==> config.mk <==
export PLATFORM = sky130hd
export DESIGN_NAME = fsia_accum
export DESIGN_NICKNAME = d
export VERILOG_FILES = /design/src/design/fsia_pkg.sv /design/src/design/fsia_accum.sv
export SDC_FILE = /design/constraint.sdc
export NUM_CORES = 1
export LEC_CHECK = 0
export BUFFER_PORTS_ARGS = -buffer_cell sky130_fd_sc_hd__buf_2
export CORE_UTILIZATION = 27
export CTS_CLUSTER_DIAMETER = 200
export CTS_CLUSTER_SIZE = 8
export DETAILED_ROUTE_END_ITERATION = 10
export GPL_TIMING_DRIVEN = 0
export PLACE_DENSITY = 0.51
export SLEW_MARGIN = 20
export SYNTH_ARGS = -nofsm -noshare
export SYNTH_HDL_FRONTEND = slang
export SYNTH_SLANG_ARGS = --single-unit
==> constraint.sdc <==
create_clock -name clk -period 3.85 [get_ports clk]
set_clock_uncertainty 0.1 [all_clocks]
set_input_delay 0.385 -clock clk [delete_from_list [all_inputs] [get_ports clk]]
set_output_delay 0.385 -clock clk [all_outputs]
set_load 0.02 [all_outputs]
==> src/design/fsia_pkg.sv <==
// Shared types, constants and permutation tables for the six-index antisymmetrizer.
`default_nettype none
package fsia_pkg;

    // default sizes
    localparam int DEF_MAX_OCC    = 4;
    localparam int DEF_MAX_VIR    = 8;
    localparam int DEF_VALUE_BITS = 32;

    // growth of a 36-term signed sum
    localparam int SUM_GROWTH = 6;

    // fixed field widths
    localparam int OCC_W       = 2;
    localparam int VIR_W       = 3;
    localparam int OCC_CNT_W   = 3;
    localparam int VIR_CNT_W   = 4;
    localparam int CFG_DATA_W  = 4;
    localparam int CFG_INDEX_W = 1;

    // register indexes
    localparam logic [CFG_INDEX_W-1:0] CFG_OCC_COUNT = 1'd0;
    localparam logic [CFG_INDEX_W-1:0] CFG_VIR_COUNT = 1'd1;

    localparam logic [OCC_CNT_W-1:0] OCC_COUNT_RST = 3'd4;
    localparam logic [VIR_CNT_W-1:0] VIR_COUNT_RST = 4'd8;

    // commands
    localparam logic CMD_STORE = 1'b0;
    localparam logic CMD_QUERY = 1'b1;

    // permutation counter
    localparam int               PERM_IDX_W = 3;
    localparam logic [PERM_IDX_W-1:0] PERM_FIRST = 3'd0;
    localparam logic [PERM_IDX_W-1:0] PERM_LAST  = 3'd5;

    typedef enum logic [1:0] {
        ST_IDLE,
        ST_READ,
        ST_LAST,
        ST_DONE
    } state_t;

    typedef struct packed {
        logic clear;
        logic issue;
        logic negate;
    } acc_ctl_t;

    // source slot for each destination slot of a triple, packed {n2, n1, n0}
    function automatic logic [5:0] perm_row(input logic [PERM_IDX_W-1:0] p);
        logic [5:0] row;
        case (p)
            3'd0:    row = {2'd2, 2'd1, 2'd0};
            3'd1:    row = {2'd0, 2'd2, 2'd1};
            3'd2:    row = {2'd1, 2'd0, 2'd2};
            3'd3:    row = {2'd2, 2'd0, 2'd1};
            3'd4:    row = {2'd1, 2'd2, 2'd0};
            3'd5:    row = {2'd0, 2'd1, 2'd2};
            default: row = {2'd2, 2'd1, 2'd0};
        endcase
        return row;
    endfunction

    function automatic logic perm_odd(input logic [PERM_IDX_W-1:0] p);
        logic odd;
        case (p)
            3'd3, 3'd4, 3'd5: odd = 1'b1;
            default:          odd = 1'b0;
        endcase
        return odd;
    endfunction

endpackage
`default_nettype wire

==> src/design/fsia_accum.sv <==
// Signed complex accumulator fed by the tensor memory read port.
`default_nettype none
module fsia_accum
    import fsia_pkg::*;
#(
    parameter int VALUE_BITS = DEF_VALUE_BITS,
    localparam int SUM_BITS = VALUE_BITS + SUM_GROWTH
) (
    input  wire logic                    clk,
    input  wire logic                    rst_n,
    input  wire acc_ctl_t                ctl,
    input  wire logic [2*VALUE_BITS-1:0] rdata,
    output logic      [SUM_BITS-1:0]     sum_real,
    output logic      [SUM_BITS-1:0]     sum_imag
);

    localparam int EXT = SUM_BITS - VALUE_BITS;

    logic                valid_reg;
    logic                neg_reg;
    logic [SUM_BITS-1:0] acc_re_reg;
    logic [SUM_BITS-1:0] acc_im_reg;
    logic [SUM_BITS-1:0] term_re;
    logic [SUM_BITS-1:0] term_im;

    // align the sign with the registered memory read
    always_ff @(posedge clk or negedge rst_n)
    begin
        if (!rst_n)
        begin
            valid_reg <= 1'b0;
            neg_reg   <= 1'b0;
        end
        else
        begin
            valid_reg <= ctl.issue;
            neg_reg   <= ctl.negate;
        end
    end

    assign term_re = {{EXT{rdata[VALUE_BITS-1]}}, rdata[VALUE_BITS-1:0]};
    assign term_im = {{EXT{rdata[2*VALUE_BITS-1]}}, rdata[2*VALUE_BITS-1:VALUE_BITS]};

    always_ff @(posedge clk)
    begin
        if (ctl.clear)
        begin
            acc_re_reg <= '0;
            acc_im_reg <= '0;
        end
        else if (valid_reg)
        begin
            acc_re_reg <= neg_reg ? acc_re_reg - term_re : acc_re_reg + term_re;
            acc_im_reg <= neg_reg ? acc_im_reg - term_im : acc_im_reg + term_im;
        end
    end

    assign sum_real = acc_re_reg;
    assign sum_imag = acc_im_reg;

endmodule
`default_nettype wire

==> summary.txt <==
Place
  • HPWL after DPL: 20300 um
  • Routability congestion estimate: between 0.8 and 0.9
  • DP Area: 9240 um2
  • PortBufs: 141

Floorplanning
  • Die Span Y: 174 um
  • Die area: ~30000 um2
  • Row count: 62
  • Core area: 28900 um2
  • IO Pins: 145
  • Die extent in x: 174 um
  • Initial Util: between 20% and 30%

Setup path
  • Critical R2R Capture: sum_real[28]$_SDFFE_PP0P_
  • Setup crit start kind: primary input
  • Req. time, crit path: 3.96 ns
  • Critical Path Source: rdata[42]
  • CP max-delay cell: or4_4
  • Worst R2R Start: neg_reg$_DFF_PN0_
  • Reg2reg path depth: 17
  • Max incr delay on CP: 0.54 ns
  • Worst setup path endpoint: sum_imag[36]$_SDFFE_PP0P_
  • Crit path cell chain: buf_8 > or4_4 > nor4_4 > nand2b_2 > nor3_4 > nor3b_4 > buf_4 > a21oi_2 > xnor2_2 > ha_4 > a21o_1 > a21o_1 > a21o_1 > a2111oi_4 > o41ai_1 > a31oi_1 > o21ai_1 > a21o_1 > o31ai_2 > xor2_1 > a211oi_1
  • Critical Path AT: 4.42 ns
  • Reg-to-reg slack, setup: -0.19 ns
  • Kind of critical path: in2reg
  • Crit end category: flip-flop
  • Most used cell, CP: a21o_1
  • Max Fanout on Critical Path: 4

GRT
  • Antenna violations before repair: 2
  • Largest net degree at the start of global routing: 14
  • Met2 Track Usage GR: 28.2%
  • Global-route wire length before repair: 41100 um
  • Grt ovf: 0
  • Vias in the first global route: ~7600
  • Total Routing Usage GR: between 10% and 20%
  • Busiest grt layer: met2
  • GR Util met3: 3.46%
  • GR Util met1: 23.1%

Run status
  • Status: complete, but fails checks
  • Violated checks: negative setup slack

STA
  • Worst setup margin: -0.453 ns
  • Crit share post-route: 112%
  • Setup Viol. Count Final: 22
  • RSZ-0062 raised after global routing: yes
  • Least-Margin Pin Slew: around 1.1 ns
  • Max Fclk: 232 MHz
  • Final hold violation count: 0
  • Rel. slew slack: between 20% and 30%
  • Final-report max-slew violation count: 0
  • Minimum clock period: 4.30 ns

Logic synthesis
  • Cell taking the most area after synthesis: dfxtp_1
  • Top FF cell, synth: dfxtp_1
  • Synth Area per Inst: between 7 and 8 um2
  • Ys async rst share: 2.56%
  • Commonest cells in the netlist: nor2_1 (131), a21oi_1 (98), xnor2_1 (95)
  • Synth top area cells: dfxtp_1 (19%), ha_1 (12%), xnor2_1 (10%)
  • Top-count cell post-synth: nor2_1
  • XOR/XNOR share of the synthesized area: roughly 14%
  • Seq/Total Area, Yosys: 19.8%
  • Distinct cells, synth: 79
  • Largest family of logic cells by synthesized area: compound AO/OA/AOI/OAI gates
  • Synth Register Bits: 78
  • Mapped Nets: 1146
  • Post-synthesis cell area: 7950 um2
  • Synth top area share: 19.1%
  • Mux cell area share after synthesis: under 10%
  • Number of synthesized flops with an enable pin: 0
  • Post-synthesis compound-gate area fraction: 24.0%
  • Synth Warn #: 0
  • Synth Instances: 999
  • Synth Area in Adders: 12.5%
  • Synthesized-area fraction occupied by and/or/nand/nor cells: 18.9%

Min path
  • Worst hold path class: in2reg
  • Hold path depth: 1

Route
  • Drt wl/cell: 16.6 um
  • First-pass DRT Iterations: 5
  • Final ANT Viol Nets: 0
  • Number of vias per cell: roughly 5.0
  • Via count: 8041
  • Final wirelength: 26900 um
  • Remaining DRCs: 0
  • Iter 0 DRT Violations: 382

Power
  • Leak: just over 5 nW
  • Pwr Density: 540 nW/um2
  • Tot Pwr: approximately 5.9 mW
  • Worst vdd ir: 0.257 mV

Layout
  • Ratio of cells with drive above 1 in the final layout: 30.6%
  • Design Area, Final: between 10000 and 15000 um2
  • Fillers: 3044
  • Layout Area Growth over Synthesis: 36.8%
  • Multi-input gate area: 6820 um2
  • Storage element area: 1570 um2
  • Final nets: 1374

Clock network
  • H-tree levels: 3
  • CTS tree: built
  • Clk_lat worst skew: 0.36 ns
  • Clock sink count: between 70 and 80
  • Clock root buffer: clkbuf_16
  • Clock Tree Buf Depth: 2
  • CTS Buf Count: 9
  • Clock transition at path regs: 0.07 ns

Job
  • Maxcap violations: 0
metal layers:
metal	up-vias	part of all wire, %
li1	4071	-
met1	3781	48
met2	164	46
met3	23	4.3
met4	2	1.4
met5	-	0.048
repair_timing:
action,CTS,global route
gates resized for setup,80,100
pin swaps,69,94
endpoints found under the hold margin,2,0
buffers inserted,47,34
endpoints found under the setup margin,55,37
hold buffers,1,0
placed cells by master, fill, tap and decap left out, types with 17 or more instances in the layout:
master    netlist  layout
buf_2           1     135
nor2_1        131     124
xnor2_1        95      89
a21oi_1        98      78
dfxtp_1        76      76
buf_4           1      72
ha_1           76      63
a21o_1         58      57
mux2i_1        56      56
nand2_1        38      30
xor2_1         30      29
inv_1          28      27
nor3_1         30      22
clkbuf_1       36      22
a21oi_2         0      19
buf_6           0      17
nand2b_1       17      17
o21ai_0        31      17
power breakdown:
group	internal (mW)	switching [mW]	leakage [nW]	total, mW
registers	1.02	0.195	0.651	1.21
logic	1.71	2.03	4.30	3.75
clock network	0.519	0.391	0.148	0.909
worst min-delay path by stage:
| stage | from | to | slack [ns] |
|---|---|---|---|
| floorplan | rst_n | neg_reg$_DFF_PN0_ | -0.01 |
| global placement | rst_n | valid_reg$_DFF_PN0_ | 0.07 |
| global route | ctl[1] | valid_reg$_DFF_PN0_ | 0.03 |
| finish | ctl[1] | valid_reg$_DFF_PN0_ | 0.04 |
| CTS | ctl[0] | neg_reg$_DFF_PN0_ | 0.03 |
| detailed placement | rst_n | valid_reg$_DFF_PN0_ | 0.08 |
kinds of logic after synthesis:
logic type,Yosys count
compound gates,290
xor+xnor,125
fa+ha+maj,78
buf+inv,70
flops,78
mux,58
simple gates,300
metrics by stage:
stage	setup TNS, ns	setup WS, ns	std cells	hold slack, ns	utilization [%]
after detailed placement	-32.63	-1.37	1524	0.0751	32.0
final	-5.17	-0.453	1617	0.0423	37.7
after floorplan	-3.68	-0.626	999	-0.0106	-
after CTS	-6.71	-0.766	1584	0.0297	35.3
after global placement	-32.81	-1.34	1524	0.0721	32.0
after global routing	-10.36	-0.646	1617	0.0319	37.7
layout make-up:
type | count | area share [%]
buffer | 37 | 1.76
tap | 384 | 4.42
inverter | 28 | 0.967
clock buffer | 10 | 2.20
sequential | 78 | 14.5
clock inverter | 6 | 0.564
timing repair buffer | 222 | 12.9
antenna | 1 | 0.0230
multi-input combinational | 851 | 62.7
critical path: cells and delay by family:
family | cells | cell delay, ns
AO/OA/AOI/OAI | 11 | 1.84
adder cells (fa/ha/maj) | 1 | 0.26
XOR/XNOR | 2 | 0.38
AND/OR/NAND/NOR | 5 | 1.28
buffers and inverters | 2 | 0.25
Note: power is estimated with default switching activity, not from simulation.
